<file path="config.mk">
export PLATFORM = sky130hd
export DESIGN_NAME = rtmp_media_chunk_framer
export DESIGN_NICKNAME = d
export VERILOG_FILES = /design/src/rtl/rmcf_pkg.sv /design/src/rtl/rmcf_ingest.sv /design/src/rtl/rmcf_framer.sv /design/src/rtl/rmcf_serializer.sv /design/src/rtl/rtmp_media_chunk_framer.sv
export SDC_FILE = /design/constraint.sdc
export NUM_CORES = 1
export LEC_CHECK = 0
export BUFFER_PORTS_ARGS = -buffer_cell sky130_fd_sc_hd__buf_4
export CORE_MARGIN = 2
export CORE_UTILIZATION = 55
export DETAILED_ROUTE_END_ITERATION = 12
export PLACE_DENSITY = 0.78
export SLEW_MARGIN = 20
export SYNTH_ARGS = -nofsm -noshare
export SYNTH_HDL_FRONTEND = slang
export SYNTH_SLANG_ARGS = --single-unit
</file>
<file path="constraint.sdc">
create_clock -name aclk -period 3.1 [get_ports aclk]
set_input_delay 0.465 -clock aclk [delete_from_list [all_inputs] [get_ports aclk]]
set_output_delay 0.465 -clock aclk [all_outputs]
set_load 0.02 [all_outputs]
</file>
<file path="src/rtl/rmcf_pkg.sv">
// ---------------------------------------------------------------------------
// RTMP media chunk framer package
// Shared types, header constants and register indexes of the framer.
// ---------------------------------------------------------------------------
package rmcf_pkg;

    localparam int unsigned MAX_BURST = 18;
    localparam int unsigned COUNT_W   = 5;

    localparam logic [4:0] VIDEO_BURST_LEN = 5'd18;
    localparam logic [4:0] AUDIO_BURST_LEN = 5'd11;

    localparam logic [7:0] VIDEO_CHUNK_HDR = 8'd73;
    localparam logic [7:0] AUDIO_CHUNK_HDR = 8'd72;
    localparam logic [7:0] VIDEO_SEPARATOR = 8'd201;
    localparam logic [7:0] AUDIO_SEPARATOR = 8'd200;
    localparam logic [7:0] VIDEO_MSG_TYPE  = 8'd9;
    localparam logic [7:0] AUDIO_MSG_TYPE  = 8'd8;
    localparam logic [7:0] VIDEO_KEY_FLAGS = 8'd23;
    localparam logic [7:0] VIDEO_INTER_FLAGS = 8'd39;
    localparam logic [7:0] AAC_FORMAT_BASE = 8'd172;
    localparam logic [7:0] AVC_NALU_PACKET = 8'd1;
    localparam logic [7:0] AAC_RAW_PACKET  = 8'd1;

    localparam logic [4:0] NAL_IDR = 5'd5;
    localparam logic [4:0] NAL_SPS = 5'd7;
    localparam logic [4:0] NAL_PPS = 5'd8;

    localparam logic [15:0] CHUNK_LEN_MIN    = 16'd16;
    localparam logic [15:0] CHUNK_LEN_RESET  = 16'd4096;
    localparam logic [15:0] VIDEO_HDR_PAYLOAD = 16'd10;
    localparam logic [15:0] AUDIO_HDR_PAYLOAD = 16'd3;
    localparam logic [23:0] VIDEO_LEN_EXTRA  = 24'd9;
    localparam logic [23:0] AUDIO_LEN_EXTRA  = 24'd2;

    localparam int unsigned CFG_INDEX_W = 2;
    localparam int unsigned CFG_DATA_W  = 16;

    typedef enum logic [CFG_INDEX_W-1:0] {
        CFG_CHUNK_LEN    = 2'd0,
        CFG_AUDIO_HEADER = 2'd1,
        CFG_AUDIO_STEREO = 2'd2,
        CFG_AUDIO_16BIT  = 2'd3
    } cfg_index_t;

    typedef struct packed {
        logic        is_video;
        logic        first_byte;
        logic [7:0]  data_byte;
        logic [23:0] frame_length;
        logic [31:0] pts;
        logic [31:0] dts;
    } item_t;

    typedef logic [MAX_BURST-1:0][7:0] burst_bytes_t;

    typedef struct packed {
        burst_bytes_t       bytes;
        logic [COUNT_W-1:0] count;
    } burst_t;

    typedef struct packed {
        logic                   wr_en;
        logic [CFG_INDEX_W-1:0] index;
        logic [CFG_DATA_W-1:0]  wdata;
    } cfg_write_t;

endpackage

</file>
<file path="src/rtl/rmcf_ingest.sv">
// ---------------------------------------------------------------------------
// RTMP media chunk framer input stage
// Registers one input transaction and holds it until the framer takes it.
// ---------------------------------------------------------------------------
module rmcf_ingest (
    input  logic            aclk,
    input  logic            aresetn,
    input  logic            s_tvalid,
    output logic            s_tready,
    input  logic [95:0]     s_tdata,
    input  logic [1:0]      s_tuser,
    input  logic            take,
    output logic            item_valid,
    output rmcf_pkg::item_t item
);

    logic            item_valid_reg;
    rmcf_pkg::item_t item_reg;

    assign s_tready   = !item_valid_reg || take;
    assign item_valid = item_valid_reg;
    assign item       = item_reg;

    always_ff @(posedge aclk) begin
        if (!aresetn) begin
            item_valid_reg <= 1'b0;
        end else if (s_tvalid && s_tready) begin
            item_valid_reg <= 1'b1;
        end else if (take) begin
            item_valid_reg <= 1'b0;
        end
    end

    always_ff @(posedge aclk) begin
        if (s_tvalid && s_tready) begin
            item_reg.is_video     <= s_tuser[0];
            item_reg.first_byte   <= s_tuser[1];
            item_reg.data_byte    <= s_tdata[7:0];
            item_reg.frame_length <= s_tdata[31:8];
            item_reg.pts          <= s_tdata[63:32];
            item_reg.dts          <= s_tdata[95:64];
        end
    end

endmodule

</file>
<file path="src/rtl/rmcf_framer.sv">
// ---------------------------------------------------------------------------
// RTMP media chunk framer core
// Tracks stream state and builds the byte burst that one input causes.
// ---------------------------------------------------------------------------
module rmcf_framer (
    input  logic                 aclk,
    input  logic                 aresetn,
    input  rmcf_pkg::cfg_write_t cfg,
    input  logic                 item_valid,
    input  rmcf_pkg::item_t      item,
    input  logic                 ser_ready,
    output logic                 take,
    output rmcf_pkg::burst_t     burst
);

    logic [15:0] chunk_len_reg;
    logic        audio_header_present_reg;
    logic        audio_stereo_reg;
    logic        audio_16bit_reg;

    logic [23:0] video_last_ts_reg, video_last_ts_next;
    logic [23:0] audio_last_ts_reg, audio_last_ts_next;
    logic        video_started_reg, video_started_next;
    logic        audio_started_reg, audio_started_next;
    logic        sps_seen_reg, sps_seen_next;
    logic        pps_seen_reg, pps_seen_next;
    logic        frame_mode_reg, frame_mode_next;
    logic        frame_is_video_reg, frame_is_video_next;
    logic [15:0] chunk_left_reg, chunk_left_next;
    logic [23:0] frame_left_reg, frame_left_next;

    logic [15:0] eff_chunk;
    logic [23:0] len_eff;
    logic [4:0]  nal_type;
    logic        video_go;
    logic        audio_go;
    logic [23:0] video_delta;
    logic [23:0] audio_delta;
    logic [23:0] video_msg_len;
    logic [23:0] audio_msg_len;
    logic [23:0] cts;
    logic [7:0]  aac_format;
    logic [15:0] chunk_base;

    assign take = item_valid && ser_ready;

    assign eff_chunk  = (chunk_len_reg < rmcf_pkg::CHUNK_LEN_MIN) ?
                        rmcf_pkg::CHUNK_LEN_MIN : chunk_len_reg;
    assign len_eff    = (item.frame_length == 24'd0) ? 24'd1 : item.frame_length;
    assign nal_type   = item.data_byte[4:0];
    assign video_go   = video_started_reg || (sps_seen_reg && pps_seen_reg);
    assign audio_go   = audio_started_reg || audio_header_present_reg;
    assign video_delta = video_started_reg ? (item.dts[23:0] - video_last_ts_reg) : 24'd0;
    assign audio_delta = audio_started_reg ? (item.pts[23:0] - audio_last_ts_reg) : 24'd0;
    assign video_msg_len = len_eff + rmcf_pkg::VIDEO_LEN_EXTRA;
    assign audio_msg_len = len_eff + rmcf_pkg::AUDIO_LEN_EXTRA;
    assign cts        = item.pts[23:0] - item.dts[23:0];
    assign aac_format = rmcf_pkg::AAC_FORMAT_BASE |
                        {6'd0, audio_16bit_reg, audio_stereo_reg};
    assign chunk_base = (chunk_left_reg == 16'd0) ? eff_chunk : chunk_left_reg;

    always_comb begin
        video_last_ts_next  = video_last_ts_reg;
        audio_last_ts_next  = audio_last_ts_reg;
        video_started_next  = video_started_reg;
        audio_started_next  = audio_started_reg;
        sps_seen_next       = sps_seen_reg;
        pps_seen_next       = pps_seen_reg;
        frame_mode_next     = frame_mode_reg;
        frame_is_video_next = frame_is_video_reg;
        chunk_left_next     = chunk_left_reg;
        frame_left_next     = frame_left_reg;
        burst.bytes         = '0;
        burst.count         = '0;

        if (item.first_byte) begin
            frame_mode_next     = 1'b0;
            frame_left_next     = 24'd0;
            chunk_left_next     = 16'd0;
            frame_is_video_next = item.is_video;
            if (item.is_video) begin
                if (nal_type == rmcf_pkg::NAL_SPS) begin
                    sps_seen_next = 1'b1;
                end else if (nal_type == rmcf_pkg::NAL_PPS) begin
                    pps_seen_next = 1'b1;
                end else if (video_go) begin
                    video_started_next = 1'b1;
                    video_last_ts_next = item.dts[23:0];
                    burst.bytes[0]  = rmcf_pkg::VIDEO_CHUNK_HDR;
                    burst.bytes[1]  = video_delta[23:16];
                    burst.bytes[2]  = video_delta[15:8];
                    burst.bytes[3]  = video_delta[7:0];
                    burst.bytes[4]  = video_msg_len[23:16];
                    burst.bytes[5]  = video_msg_len[15:8];
                    burst.bytes[6]  = video_msg_len[7:0];
                    burst.bytes[7]  = rmcf_pkg::VIDEO_MSG_TYPE;
                    burst.bytes[8]  = (nal_type == rmcf_pkg::NAL_IDR) ?
                                      rmcf_pkg::VIDEO_KEY_FLAGS :
                                      rmcf_pkg::VIDEO_INTER_FLAGS;
                    burst.bytes[9]  = rmcf_pkg::AVC_NALU_PACKET;
                    burst.bytes[10] = cts[23:16];
                    burst.bytes[11] = cts[15:8];
                    burst.bytes[12] = cts[7:0];
                    burst.bytes[13] = 8'd0;
                    burst.bytes[14] = len_eff[23:16];
                    burst.bytes[15] = len_eff[15:8];
                    burst.bytes[16] = len_eff[7:0];
                    burst.bytes[17] = item.data_byte;
                    burst.count     = rmcf_pkg::VIDEO_BURST_LEN;
                    frame_mode_next = 1'b1;
                    frame_left_next = len_eff - 24'd1;
                    chunk_left_next = eff_chunk - rmcf_pkg::VIDEO_HDR_PAYLOAD;
                end
            end else if (audio_go) begin
                audio_started_next = 1'b1;
                audio_last_ts_next = item.pts[23:0];
                burst.bytes[0]  = rmcf_pkg::AUDIO_CHUNK_HDR;
                burst.bytes[1]  = audio_delta[23:16];
                burst.bytes[2]  = audio_delta[15:8];
                burst.bytes[3]  = audio_delta[7:0];
                burst.bytes[4]  = audio_msg_len[23:16];
                burst.bytes[5]  = audio_msg_len[15:8];
                burst.bytes[6]  = audio_msg_len[7:0];
                burst.bytes[7]  = rmcf_pkg::AUDIO_MSG_TYPE;
                burst.bytes[8]  = aac_format;
                burst.bytes[9]  = rmcf_pkg::AAC_RAW_PACKET;
                burst.bytes[10] = item.data_byte;
                burst.count     = rmcf_pkg::AUDIO_BURST_LEN;
                frame_mode_next = 1'b1;
                frame_left_next = len_eff - 24'd1;
                chunk_left_next = eff_chunk - rmcf_pkg::AUDIO_HDR_PAYLOAD;
            end
        end else if (frame_mode_reg && (frame_left_reg != 24'd0)) begin
            if (chunk_left_reg == 16'd0) begin
                burst.bytes[0] = frame_is_video_reg ? rmcf_pkg::VIDEO_SEPARATOR :
                                                      rmcf_pkg::AUDIO_SEPARATOR;
                burst.bytes[1] = item.data_byte;
                burst.count    = 5'd2;
            end else begin
                burst.bytes[0] = item.data_byte;
                burst.count    = 5'd1;
            end
            chunk_left_next = chunk_base - 16'd1;
            frame_left_next = frame_left_reg - 24'd1;
            frame_mode_next = (frame_left_reg != 24'd1);
        end
    end

    always_ff @(posedge aclk) begin
        if (!aresetn) begin
            chunk_len_reg            <= rmcf_pkg::CHUNK_LEN_RESET;
            audio_header_present_reg <= 1'b0;
            audio_stereo_reg         <= 1'b1;
            audio_16bit_reg          <= 1'b1;
        end else if (cfg.wr_en) begin
            unique case (rmcf_pkg::cfg_index_t'(cfg.index))
                rmcf_pkg::CFG_CHUNK_LEN:    chunk_len_reg            <= cfg.wdata;
                rmcf_pkg::CFG_AUDIO_HEADER: audio_header_present_reg <= cfg.wdata[0];
                rmcf_pkg::CFG_AUDIO_STEREO: audio_stereo_reg         <= cfg.wdata[0];
                rmcf_pkg::CFG_AUDIO_16BIT:  audio_16bit_reg          <= cfg.wdata[0];
                default: ;
            endcase
        end
    end

    always_ff @(posedge aclk) begin
        if (!aresetn) begin
            video_last_ts_reg  <= '0;
            audio_last_ts_reg  <= '0;
            video_started_reg  <= 1'b0;
            audio_started_reg  <= 1'b0;
            sps_seen_reg       <= 1'b0;
            pps_seen_reg       <= 1'b0;
            frame_mode_reg     <= 1'b0;
            frame_is_video_reg <= 1'b0;
            chunk_left_reg     <= '0;
            frame_left_reg     <= '0;
        end else if (take) begin
            video_last_ts_reg  <= video_last_ts_next;
            audio_last_ts_reg  <= audio_last_ts_next;
            video_started_reg  <= video_started_next;
            audio_started_reg  <= audio_started_next;
            sps_seen_reg       <= sps_seen_next;
            pps_seen_reg       <= pps_seen_next;
            frame_mode_reg     <= frame_mode_next;
            frame_is_video_reg <= frame_is_video_next;
            chunk_left_reg     <= chunk_left_next;
            frame_left_reg     <= frame_left_next;
        end
    end

endmodule

</file>
<file path="src/rtl/rmcf_serializer.sv">
// ---------------------------------------------------------------------------
// RTMP media chunk framer output serializer
// Holds one byte burst and shifts it out one transaction per cycle while m_tready is high.
// ---------------------------------------------------------------------------
module rmcf_serializer (
    input  logic             aclk,
    input  logic             aresetn,
    input  logic             load,
    input  rmcf_pkg::burst_t burst,
    output logic             ser_ready,
    output logic             m_tvalid,
    input  logic             m_tready,
    output logic [7:0]       m_tdata,
    output logic             m_tlast
);

    logic [rmcf_pkg::COUNT_W-1:0] count_reg;
    rmcf_pkg::burst_bytes_t       bytes_reg;

    assign m_tvalid  = (count_reg != '0);
    assign m_tlast   = (count_reg == rmcf_pkg::COUNT_W'(1));
    assign m_tdata   = bytes_reg[0];
    assign ser_ready = (count_reg == '0) || (m_tlast && m_tready);

    always_ff @(posedge aclk) begin
        if (!aresetn) begin
            count_reg <= '0;
        end else if (load) begin
            count_reg <= burst.count;
        end else if (m_tvalid && m_tready) begin
            count_reg <= count_reg - rmcf_pkg::COUNT_W'(1);
        end
    end

    always_ff @(posedge aclk) begin
        if (load) begin
            bytes_reg <= burst.bytes;
        end else if (m_tvalid && m_tready) begin
            bytes_reg <= {8'd0, bytes_reg[rmcf_pkg::MAX_BURST-1:1]};
        end
    end

endmodule

</file>
<file path="src/rtl/rtmp_media_chunk_framer.sv">
// An accepted input is registered in the ingest stage, then loaded into the serializer
// once it is ready, before its first output byte appears. Output carries one payload
// byte per cycle while m_tready is high, plus a byte for each chunk separator; a frame
// start emits an 11-byte (audio) or 18-byte (video) burst, and the input stalls behind it.
// Reset is synchronous and active low: stream state clears and the configuration
// registers return to their reset values; no clearing pass follows.
// ---------------------------------------------------------------------------
// RTMP media chunk framer
// Turns AAC frames and H.264 NAL units, one byte per transaction, into
// RTMP chunk-stream bytes with message headers and chunk separators.
// ---------------------------------------------------------------------------
module rtmp_media_chunk_framer (
    input  logic                               aclk,
    input  logic                               aresetn,
    input  logic                               cfg_wr_en,
    input  logic [rmcf_pkg::CFG_INDEX_W-1:0]   cfg_index,
    input  logic [rmcf_pkg::CFG_DATA_W-1:0]    cfg_wdata,
    input  logic                               s_tvalid,
    output logic                               s_tready,
    // data_byte[7:0], frame_length[31:8], pts[63:32], dts[95:64]
    input  logic [95:0]                        s_tdata,
    // is_video[0], first_byte[1]
    input  logic [1:0]                         s_tuser,
    output logic                               m_tvalid,
    input  logic                               m_tready,
    // out_byte[7:0]
    output logic [7:0]                         m_tdata,
    output logic                               m_tlast
);

    rmcf_pkg::cfg_write_t cfg;
    rmcf_pkg::item_t      item;
    rmcf_pkg::burst_t     burst;
    logic                 item_valid;
    logic                 take;
    logic                 ser_ready;

    assign cfg.wr_en = cfg_wr_en;
    assign cfg.index = cfg_index;
    assign cfg.wdata = cfg_wdata;

    rmcf_ingest u_ingest (
        .aclk       (aclk),
        .aresetn    (aresetn),
        .s_tvalid   (s_tvalid),
        .s_tready   (s_tready),
        .s_tdata    (s_tdata),
        .s_tuser    (s_tuser),
        .take       (take),
        .item_valid (item_valid),
        .item       (item)
    );

    rmcf_framer u_framer (
        .aclk       (aclk),
        .aresetn    (aresetn),
        .cfg        (cfg),
        .item_valid (item_valid),
        .item       (item),
        .ser_ready  (ser_ready),
        .take       (take),
        .burst      (burst)
    );

    rmcf_serializer u_serializer (
        .aclk      (aclk),
        .aresetn   (aresetn),
        .load      (take),
        .burst     (burst),
        .ser_ready (ser_ready),
        .m_tvalid  (m_tvalid),
        .m_tready  (m_tready),
        .m_tdata   (m_tdata),
        .m_tlast   (m_tlast)
    );

endmodule

</file>
# Word-level counts from Yosys, hierarchy flattened
# Cells that the tools add are included.
# W data, S select, Z words.
[classes]
addsub = 11
order_cmp = 1
n_eq_ne = 8
muxes = 45
bitwise_logic = 3
n_reduce_logical = 30
[op_table]
columns = ["op", "n"]
rows = [
  ["$mux W149", 3],
  ["$mux W144", 2],
  ["$mux W24", 10],
  ["$mux W93", 2],
  ["$mux W16", 9],
  ["$mux W128", 1],
  ["$sub A24 B24 Y24", 3],
  ["$mux W56", 1],
  ["$sub A24 B1 Y24 const B", 2],
  ["$mux W21", 2],
  ["$add A24 B2 Y24 const B", 1],
  ["$add A24 B4 Y24 const B", 1],
  ["$logic_not A24 Y1", 1],
  ["$ne A24 B1 Y1 const B", 1],
  ["$reduce_bool A24 Y1", 1],
  ["$logic_not A16 Y1", 1],
  ["$lt A16 B5 Y1 const B", 1],
  ["$sub A16 B1 Y16 const B", 1],
  ["$sub A16 B2 Y16 const B", 1],
  ["$sub A16 B4 Y16 const B", 1],
  ["$mux W13", 1],
  ["$reduce_and A2 Y1", 6],
  ["$eq A5 B3 Y1 const B", 2],
  ["$mux W1", 10],
  ["other kinds (19)", 34],
]
[word_totals]
regBits = 345
input_bits = 121
out_inout_bits = 11
wordCells = 138

# Logic depth before layout (Yosys ltp)
# Gate-level depths: netlist of run 1.
[depth]
depth_word = 9
mapped_depth = 14
depth_no_buf = 13

# Cells and area by module
# A second synthesis of run 1 with hierarchy kept.
[hier_totals]
cells_unflattened = 2187
hier_area_um2 = 21343.0
[modules_own_cells]
columns = ["module", "n_inst", "cells_per_inst", "area_per_inst_um2", "seq_area_each_um2"]
rows = [
  ["rmcf_framer", 1, 1729, 11961.5, 2262.2],
  ["rmcf_serializer", 1, 355, 6381.1, 4424.2],
  ["rmcf_ingest", 1, 103, 3000.4, 2962.8],
]

# Least setup slack after synthesis of run 1
# No wires, ideal clock.
[synth_path]
kind = "register to register"
start = "reg u_serializer.count_reg[2] (netlist name)"
end = "reg u_serializer.count_reg[3] (netlist name)"
setup_time_ps = 124
arrival_ps = 3350
required_time_ps = 2976
setup_slack_ps = -374
path_stages_with_launch = 7
path_buffers = 0
period_less_slack_ps = 3474
cell_sequence = "dfxtp_1 nor3_1 nand2_1 mux2_2 o21ai_0 a22oi_1 nor2b_1"
[synth_between]
elab_cells_between_ends = 11
classes_between = "add/sub: 1; eq/ne: 1; mux: 2; reduce/logical: 7"
[synth_rtl]
columns = ["item", "line_no", "source"]
rows = [
  ["start: declaration", "rmcf_serializer.sv:17", "logic [rmcf_pkg::COUNT_W-1:0] count_reg;"],
  ["start signal: assignment", "rmcf_serializer.sv:29", "count_reg <= burst.count;"],
  ["start signal: assignment", "rmcf_serializer.sv:31", "count_reg <= count_reg - rmcf_pkg::COUNT_W'(1);"],
  ["$reduce_bool A5 Y1", "rmcf_serializer.sv:20", "assign m_tvalid = (count_reg != '0);"],
  ["net m_tvalid", "rtmp_media_chunk_framer.sv:24", "output logic m_tvalid,"],
  ["$logic_and A1 B1 Y1", "rmcf_serializer.sv:30", "end else if (m_tvalid && m_tready) begin"],
  ["$reduce_bool A2 Y1 (no source line)", "--", ""],
]
# The timed path passes the listed nets, and every way through them passes these cells. The select of a mux whose other input is x is not followed.
# A chain may end at the register's enable or synchronous reset.

# Worst setup path in the final report of run 1
[layout_path]
start = "reg u_ingest.item_reg (netlist bit u_ingest.item[32])"
end = "reg u_serializer.bytes_reg[86] (netlist name) (data pin)"
[layout_between]
elab_chain_cells = 7
[layout_rtl]
columns = ["item", "line_no", "source"]
rows = [
  ["start: declaration", "rmcf_ingest.sv:18", "rmcf_pkg::item_t item_reg;"],
  ["$sub A24 B24 Y24", "rmcf_framer.sv:57", "assign cts = item.pts[23:0] - item.dts[23:0];"],
  ["$mux W149", "rmcf_framer.sv:86", "end else if (video_go) begin"],
  ["$mux W149", "rmcf_framer.sv:84", "end else if (nal_type == rmcf_pkg::NAL_PPS) begin"],
  ["$mux W149", "rmcf_framer.sv:82", "if (nal_type == rmcf_pkg::NAL_SPS) begin"],
  ["$mux W93", "rmcf_framer.sv:81", "if (item.is_video) begin"],
  ["$mux W128", "rmcf_framer.sv:76", "if (item.first_byte) begin"],
  ["$mux W144", "rmcf_serializer.sv:36", "if (load) begin"],
  ["end signal: assignment", "rmcf_serializer.sv:37", "bytes_reg <= burst.bytes;"],
  ["end signal: assignment", "rmcf_serializer.sv:39", "bytes_reg <= {8'd0, bytes_reg[rmcf_pkg::MAX_BURST-1:1]};"],
  ["end: declaration", "rmcf_serializer.sv:18", "rmcf_pkg::burst_bytes_t bytes_reg;"],
]
# No other way between the ends.

==> reports/qor.log, run 1 <==
[yosys] most instantiated flip-flop cell in the synthesis netlist sky130_fd_sc_hd__edfxtp_1
[critical_path] capture point of the worst reg-to-reg path u_serializer.bytes_reg[86]$_DFFE_PP_
[yosys] total number of yosys warnings 0
[min_path] WHS Path Cells 1
[floorplanning] # rows 69
[floorplanning] starting utilization of the core area 55.9%
[floorplanning] CORE AREA 35600 µm²
[clock_network] clk_lat worst skew 570 ps
[clock_network] TritonCTS clock tree done
[critical_path] critical path class register to register
[yosys] average cell area after synthesis 9.22 µm²
[detailed_routing] number of iterations in the first detailed-routing pass 7
[floorplanning] ports placed on the boundary 132
[yosys] part of the Yosys area used for sequential elements 46.1%
[yosys] FFs w/ async S/R, synth 0%
[power_and_ir_drop] maximum vdd drop 0.000552 V
[detailed_routing] DRT iter0 DRCs 2054
[run_status] violated checks negative setup slack
[finish] max FFs per register 136
[global_route] via count of the first global-routing pass 16.9k
[job] count of maximum capacitance violations 0
[power_and_ir_drop] ratio of total power to cell area 843 nW/µm²
[sta] fmax 321 MHz
[global_route] overall global routing resource usage 30.8%
[sta] Setup-failing EPs final 1
[sta] relative max-transition margin 37.0%
[sta] worst-case setup margin in the final layout -19.0 ps
[critical_path] reg-to-reg startpoint u_ingest.item[32]$_DFFE_PP_
[min_path] start point of the worst hold path s_tdata[84]
[detailed_routing] DRC 0
[place] Port Buffers 115
[finish] count of non-filler cells in the finished layout 2851
[floorplanning] die outline height 194 µm
[yosys] number of enable-type register cells in the synthesized netlist 226
[power_and_ir_drop] Leakage Power 0.00920 µW
[finish] antenna diode count 0
[critical_path] Worst R2R Setup Slack -20 ps
[critical_path] CP Data Arrival Time 3430 ps
[yosys] netlist area before placement 19900 µm²
[yosys] Yosys top cell by area sky130_fd_sc_hd__edfxtp_1
[global_route] global-route wire length before repair 92200 µm
[clock_network] buffer depth of the longest clock path 3
[critical_path] R2R cell count 14
[min_path] min-delay worst type input pin to register
[critical_path] cell class contributing the biggest share of worst-path delay compound AO/OA/AOI/OAI gates
[yosys] area share of the leading cell type in the synthesized netlist 34.1%
[critical_path] buffers and inverters on the worst path 3
[yosys] Mapped Nets 2363
[detailed_routing] mean number of vias per cell 6.19
[yosys] flip-flop and latch count after synthesis 345
[place] cell total after placement 2766
[sta] tightest hold margin 68.0 ps
[finish] share of final-layout standard cells stronger than drive strength 1 18.4%
[finish] area growth from synthesis to layout 19.8%
[sta] Final Hold Fails 0
[critical_path] slowest stage delay, CP 410 ps
[clock_network] library cell used as clock root buffer sky130_fd_sc_hd__clkbuf_16
[detailed_routing] count of nets left with antenna violations after detail routing 0
[finish] Layout Utilization 66.9%
[finish] most frequent cells in the layout sky130_fd_sc_hd__nand2_1, sky130_fd_sc_hd__buf_4, sky130_fd_sc_hd__edfxtp_1
[global_route] number of antenna violations at the first check in global routing 1
[sta] unrepaired setup endpoints after global routing true
[detailed_routing] Routed wire per std cell 20.8 µm
[clock_network] number of clock sinks 345
[clock_network] CTS HTree Levels 2
[critical_path] worst endpoint required time 3410 ps
[yosys] cell count after synthesis 2156
[finish] nets 2569
[finish] most frequent standard cell in the layout excluding fill and tap cells sky130_fd_sc_hd__nand2_1
[min_path] Worst Hold Endpoint u_ingest.item[20]$_DFFE_PP_
[sta] final clock period utilization by the worst path 101%
[sta] final critical delay including setup and external delays 3120 ps
[detailed_routing] Detailed Route WL 59400 µm
[place] weighted congestion at the end of routability-driven global placement 0.927
[floorplanning] width of the die 194 µm
[critical_path] maximum fanout along the worst path 3
[sta] max-slew violation count 0
[run_status] status finished, violations left
[clock_network] clock edge transition at the registers on the reported setup and hold paths 70 ps
[critical_path] cell chain of the critical path inv_2, ha_2, inv_1, fa_1, a21o_1, a31oi_4, o31ai_2, a21boi_2, o211a_1, nor3_2, buf_12, a311o_1, xnor2_1, o21ai_0
[sta] final setup skew 34.7 ps
[clock_network] cts-stage hold buffer count 0
[floorplanning] overall die area 37700 µm²
[yosys] number of distinct standard cells referenced by the synthesized netlist 89
[critical_path] Critical Path Sink Type register
[critical_path] slowest library cell on the worst path sky130_fd_sc_hd__edfxtp_1
[sta] transition time at the pin with the least slew margin 942 ps
[clock_network] clock buffers created by TritonCTS 38
[critical_path] kind of start point of the critical path register
[power_and_ir_drop] total power after layout 20100 µW
[yosys] biggest area contributors in the synthesized netlist sky130_fd_sc_hd__edfxtp_1, sky130_fd_sc_hd__dfxtp_1, sky130_fd_sc_hd__nand2_1
[global_route] total overflow reported by the global router 0
[detailed_routing] Via Count 17.7k
[global_route] largest net degree at the start of global routing 145
[place] hpwl dp 42000 µm
==> per-layer routing <==
layer	vias up	wire length [µm]	global-route usage (%)
met5	-	0	0
met4	0	2350	13.3
met3	160	4720	4.19
met2	845	28400	51.0
met1	8412	24000	40.6
li1	8238	-	-
==> final cells by class <==
| class | instances | area [µm²] |
|---|---|---|
| Sequential cell | 345 | 9170 |
| Tap cell | 461 | 577 |
| Timing Repair Buffer | 300 | 2360 |
| Fill cell | 2773 | 11800 |
| Inverter | 110 | 413 |
| Multi-Input combinational cell | 1567 | 10000 |
| Clock buffer | 44 | 1000 |
| Clock inverter | 24 | 282 |
==> synth_stat cells, types with 17 or more instances <==
cell type / count
sky130_fd_sc_hd__a21boi_0: 71
sky130_fd_sc_hd__a21o_1: 32
sky130_fd_sc_hd__a21oi_1: 135
sky130_fd_sc_hd__a221oi_1: 27
sky130_fd_sc_hd__a22oi_1: 20
sky130_fd_sc_hd__a31oi_1: 37
sky130_fd_sc_hd__and2_1: 34
sky130_fd_sc_hd__and3_1: 30
sky130_fd_sc_hd__clkbuf_1: 93
sky130_fd_sc_hd__dfxtp_1: 119
sky130_fd_sc_hd__edfxtp_1: 226
sky130_fd_sc_hd__ha_1: 83
sky130_fd_sc_hd__inv_1: 109
sky130_fd_sc_hd__nand2_1: 308
sky130_fd_sc_hd__nand3_1: 49
sky130_fd_sc_hd__nor2_1: 145
sky130_fd_sc_hd__nor3_1: 45
sky130_fd_sc_hd__nor4_1: 17
sky130_fd_sc_hd__o21a_1: 22
sky130_fd_sc_hd__o21ai_0: 147
sky130_fd_sc_hd__o31ai_1: 19
sky130_fd_sc_hd__xnor2_1: 59
sky130_fd_sc_hd__xor2_1: 48
==> per-stage QoR <==
stage	TNS, ps	area (µm²)	worst slack [ps]
after global routing	-475	23800	-143
after CTS	-17.2	23600	-16.6
after global placement	-677	22200	-372
after floorplan	0	19900	12.4
final	-19.0	23800	-19.0
after detailed placement	-1540	22200	-424
==> power breakdown <==
part	switching, µW	internal (µW)
Sequential	650	6890
Clock	1950	2760
Combinational	4810	3030
==> worst max-delay path by stage <==
| stage | from | endpoint | slack, ps | depth (start not counted) |
|---|---|---|---|---|
| after global placement | u_ingest.item[0]$_DFFE_PP_ | u_serializer.bytes_reg[14]$_DFFE_PP_ | -370 | 14 |
| after global routing | u_ingest.item[0]$_DFFE_PP_ | u_serializer.bytes_reg[14]$_DFFE_PP_ | -140 | 14 |
| after detailed placement | u_ingest.item[0]$_DFFE_PP_ | u_serializer.bytes_reg[14]$_DFFE_PP_ | -420 | 14 |
| after floorplan | u_ingest.item[32]$_DFFE_PP_ | u_serializer.bytes_reg[14]$_DFFE_PP_ | 10 | 13 |
| final | u_ingest.item[32]$_DFFE_PP_ | u_serializer.bytes_reg[86]$_DFFE_PP_ | -20 | 14 |
| after CTS | u_ingest.item[0]$_DFFE_PP_ | u_serializer.bytes_reg[14]$_DFFE_PP_ | -20 | 14 |
==> cell families (layout without fill, tap and decap cells) <==
family	after synthesis	count (layout)	share of synthesized area, %
buffers and inverters	244	478	4.95
AOI/OAI and AO/OA	643	643	21.2
xor gates and xnor gates	107	107	4.71
and+or+nand+nor	726	726	17.2
DFF	345	345	46.1
adders and majority gates	86	86	5.53
muxes	5	5	0.264
==> what timing repair did <==
action                     in CTS  in global routing
resized for setup              28                 30
setup endpoints to repair      18                 32
pin swaps                      14                 19
setup buffers                   7                 10
No activity file was read; power rests on OpenSTA's default activity.
==> run 2: changes to the inputs <==
--- a/config.mk
+++ b/config.mk
@@ -7,9 +7,9 @@
 export LEC_CHECK = 0
 export BUFFER_PORTS_ARGS = -buffer_cell sky130_fd_sc_hd__buf_4
 export CORE_MARGIN = 2
-export CORE_UTILIZATION = 55
+export CORE_UTILIZATION = 50
 export DETAILED_ROUTE_END_ITERATION = 12
-export PLACE_DENSITY = 0.78
+export PLACE_DENSITY = 0.72
 export SLEW_MARGIN = 20
 export SYNTH_ARGS = -nofsm -noshare
 export SYNTH_HDL_FRONTEND = slang
==> reports/qor.log, run 2 (synthesis gave the netlist of run 1 again) <==
[global_route] overall global routing resource usage 28.3%
[clock_network] buffer depth of the longest clock path 3
[finish] post-route cell area 23800 µm²
[clock_network] TritonCTS clock tree done
[finish] most frequent cells in the layout sky130_fd_sc_hd__nand2_1, sky130_fd_sc_hd__buf_4, sky130_fd_sc_hd__edfxtp_1
[power_and_ir_drop] maximum vdd drop 0.000640 V
[place] hpwl dp 42000 µm
[power_and_ir_drop] Leakage Power 0.00914 µW
[power_and_ir_drop] ratio of total power to cell area 837 nW/µm²
[place] Port Buffers 115
[clock_network] clock buffers created by TritonCTS 40
[critical_path] Worst R2R Setup Slack -10 ps
[run_status] status finished, violations left
[sta] fmax 322 MHz
[detailed_routing] mean number of vias per cell 6.00
[detailed_routing] DRC 0
[finish] count of fill cells added during filler insertion 3397
[finish] most frequent standard cell in the layout excluding fill and tap cells sky130_fd_sc_hd__nand2_1
[finish] Layout Utilization 60.4%
[critical_path] R2R cell count 15
[min_path] min-delay worst type input pin to register
[clock_network] clk_lat worst skew 580 ps
[detailed_routing] Via Count 17.4k
[critical_path] cell class contributing the biggest share of worst-path delay compound AO/OA/AOI/OAI gates
[global_route] via count of the first global-routing pass 16.6k
[global_route] global-route wire length before repair 92000 µm
[detailed_routing] WL met2 28300 µm
[sta] worst-case setup margin in the final layout -9.74 ps
[sta] transition time at the pin with the least slew margin 799 ps
[detailed_routing] count of nets left with antenna violations after detail routing 0
[global_route] largest net degree at the start of global routing 83
[sta] max-slew violation count 0
[detailed_routing] DRT iter0 DRCs 1449
[critical_path] maximum fanout along the worst path 3
[detailed_routing] Detailed Route WL 59100 µm
[run_status] violated checks negative setup slack
[sta] Setup-failing EPs final 1
[critical_path] CP Data Arrival Time 3430 ps
[finish] max FFs per register 136
[critical_path] kind of start point of the critical path register
[finish] count of non-filler cells in the finished layout 2904
[sta] unrepaired setup endpoints after global routing true
[floorplanning] CORE AREA 39500 µm²
[global_route] total overflow reported by the global router 0
[detailed_routing] met3 WL post-DR 3990 µm
[clock_network] number of clock sinks 345
[floorplanning] starting utilization of the core area 50.4%
[detailed_routing] met1 routed wirelength after detailed routing 24600 µm
[sta] Final Hold Fails 0
[critical_path] cell chain of the critical path inv_2, buf_6, ha_4, inv_1, fa_2, a21o_1, a31oi_1, buf_4, o31ai_2, a21boi_2, o211a_1, nor3_4, a311o_1, xnor2_1, o21ai_1
[critical_path] critical path class register to register
[critical_path] reg-to-reg startpoint u_ingest.item[32]$_DFFE_PP_
[floorplanning] ports placed on the boundary 132
[floorplanning] # rows 73
[sta] final setup skew 25.0 ps
[finish] antenna diode count 0
[critical_path] slowest library cell on the worst path sky130_fd_sc_hd__edfxtp_1
[place] total cell area at the placement stage 22200 µm²
[floorplanning] overall die area 41400 µm²
[sta] relative max-transition margin 46.7%
[clock_network] CTS HTree Levels 2
[global_route] number of antenna violations at the first check in global routing 0
[min_path] WHS Path Cells 1
[finish] area growth from synthesis to layout 19.9%
[critical_path] capture point of the worst reg-to-reg path u_serializer.bytes_reg[86]$_DFFE_PP_
[sta] final critical delay including setup and external delays 3110 ps
[detailed_routing] uppermost metal layer occupied by signal nets met4
[finish] nets 2554
[critical_path] worst endpoint required time 3420 ps
[min_path] start point of the worst hold path s_tdata[35]
[sta] total negative slack for setup checks -9.74 ps
[floorplanning] width of the die 203 µm
[clock_network] library cell used as clock root buffer sky130_fd_sc_hd__clkbuf_16
[min_path] Worst Hold Endpoint u_ingest.item[35]$_DFFE_PP_
[floorplanning] die outline height 203 µm
[job] count of maximum capacitance violations 0
[critical_path] slowest stage delay, CP 400 ps
[place] cell total after placement 2818
[critical_path] buffers and inverters on the worst path 4
[sta] tightest hold margin 60.6 ps
[clock_network] cts-stage hold buffer count 0
[sta] final clock period utilization by the worst path 100%
[critical_path] Critical Path Sink Type register
[detailed_routing] Routed wire per std cell 20.4 µm
[finish] share of final-layout standard cells stronger than drive strength 1 18.0%
[detailed_routing] number of iterations in the first detailed-routing pass 6
[clock_network] clock edge transition at the registers on the reported setup and hold paths 60 ps
[place] weighted congestion at the end of routability-driven global placement 0.970
==> run 2: cell type report <==
type | count | area [µm²] | share of cell area, %
sequential | 345 | 9170 | 38.5
timing repair buffer | 283 | 2240 | 9.40
clock inverter | 28 | 285 | 1.20
tap | 525 | 657 | 2.76
clock buffer | 46 | 1020 | 4.29
multi-input combinational | 1567 | 10100 | 42.2
inverter | 110 | 413 | 1.73
==> run 2: power breakdown <==
group | leakage, µW | switching (µW) | internal (µW) | total, µW
registers | 0.00316 | 649 | 6890 | 7530
clock network | 0.000635 | 2020 | 2730 | 4750
logic | 0.00534 | 4740 | 2920 | 7660
total | 0.00914 | 7400 | 12500 | 19900
==> run 2: worst reg2reg max path: stages (launching register included) <==
cell and delay (ps):
sky130_fd_sc_hd__edfxtp_1 400, sky130_fd_sc_hd__inv_2 100, sky130_fd_sc_hd__buf_6 100, sky130_fd_sc_hd__ha_4 120, sky130_fd_sc_hd__inv_1 50, sky130_fd_sc_hd__fa_2 330
sky130_fd_sc_hd__a21o_1 180, sky130_fd_sc_hd__a31oi_1 190, sky130_fd_sc_hd__buf_4 160, sky130_fd_sc_hd__o31ai_2 70, sky130_fd_sc_hd__a21boi_2 220, sky130_fd_sc_hd__o211a_1 230
sky130_fd_sc_hd__nor3_4 70, sky130_fd_sc_hd__a311o_1 390, sky130_fd_sc_hd__xnor2_1 160, sky130_fd_sc_hd__o21ai_1 90
==> run 2: repair_timing <==
action / 4_1_cts / 5_1_grt
gates resized for setup: 26 / 42
pin swaps: 14 / 22
setup buffers: 4 / 9
setup endpoints to repair: 13 / 25
==> run 2: worst max-delay path by stage <==
| stage | to | cells past startpoint | start |
|---|---|---|---|
| 4_1_cts | u_serializer.bytes_reg[14]$_DFFE_PP_ | 14 | u_ingest.item[0]$_DFFE_PP_ |
| 3_5_place_dp | u_serializer.bytes_reg[14]$_DFFE_PP_ | 14 | u_ingest.item[0]$_DFFE_PP_ |
| 2_1_floorplan | u_serializer.bytes_reg[14]$_DFFE_PP_ | 13 | u_ingest.item[32]$_DFFE_PP_ |
| 5_1_grt | u_serializer.bytes_reg[86]$_DFFE_PP_ | 15 | u_ingest.item[32]$_DFFE_PP_ |
| 6_report | u_serializer.bytes_reg[86]$_DFFE_PP_ | 15 | u_ingest.item[32]$_DFFE_PP_ |
| 3_3_place_gp | u_serializer.bytes_reg[14]$_DFFE_PP_ | 14 | u_ingest.item[0]$_DFFE_PP_ |
==> run 2: through the flow <==
stage	total power, µW	worst slack [ps]
after global placement	14800	-332
after floorplan	12300	12.4
after global routing	21000	-152
final	19900	-9.74
after CTS	19800	-18.3
after detailed placement	14900	-404
==> run 2: routing by layer <==
layer	track usage [%]	up-vias
li1	-	8218
met1	37.2	8345
met2	47.9	720
met3	3.40	133
met4	10.7	0
met5	0	-
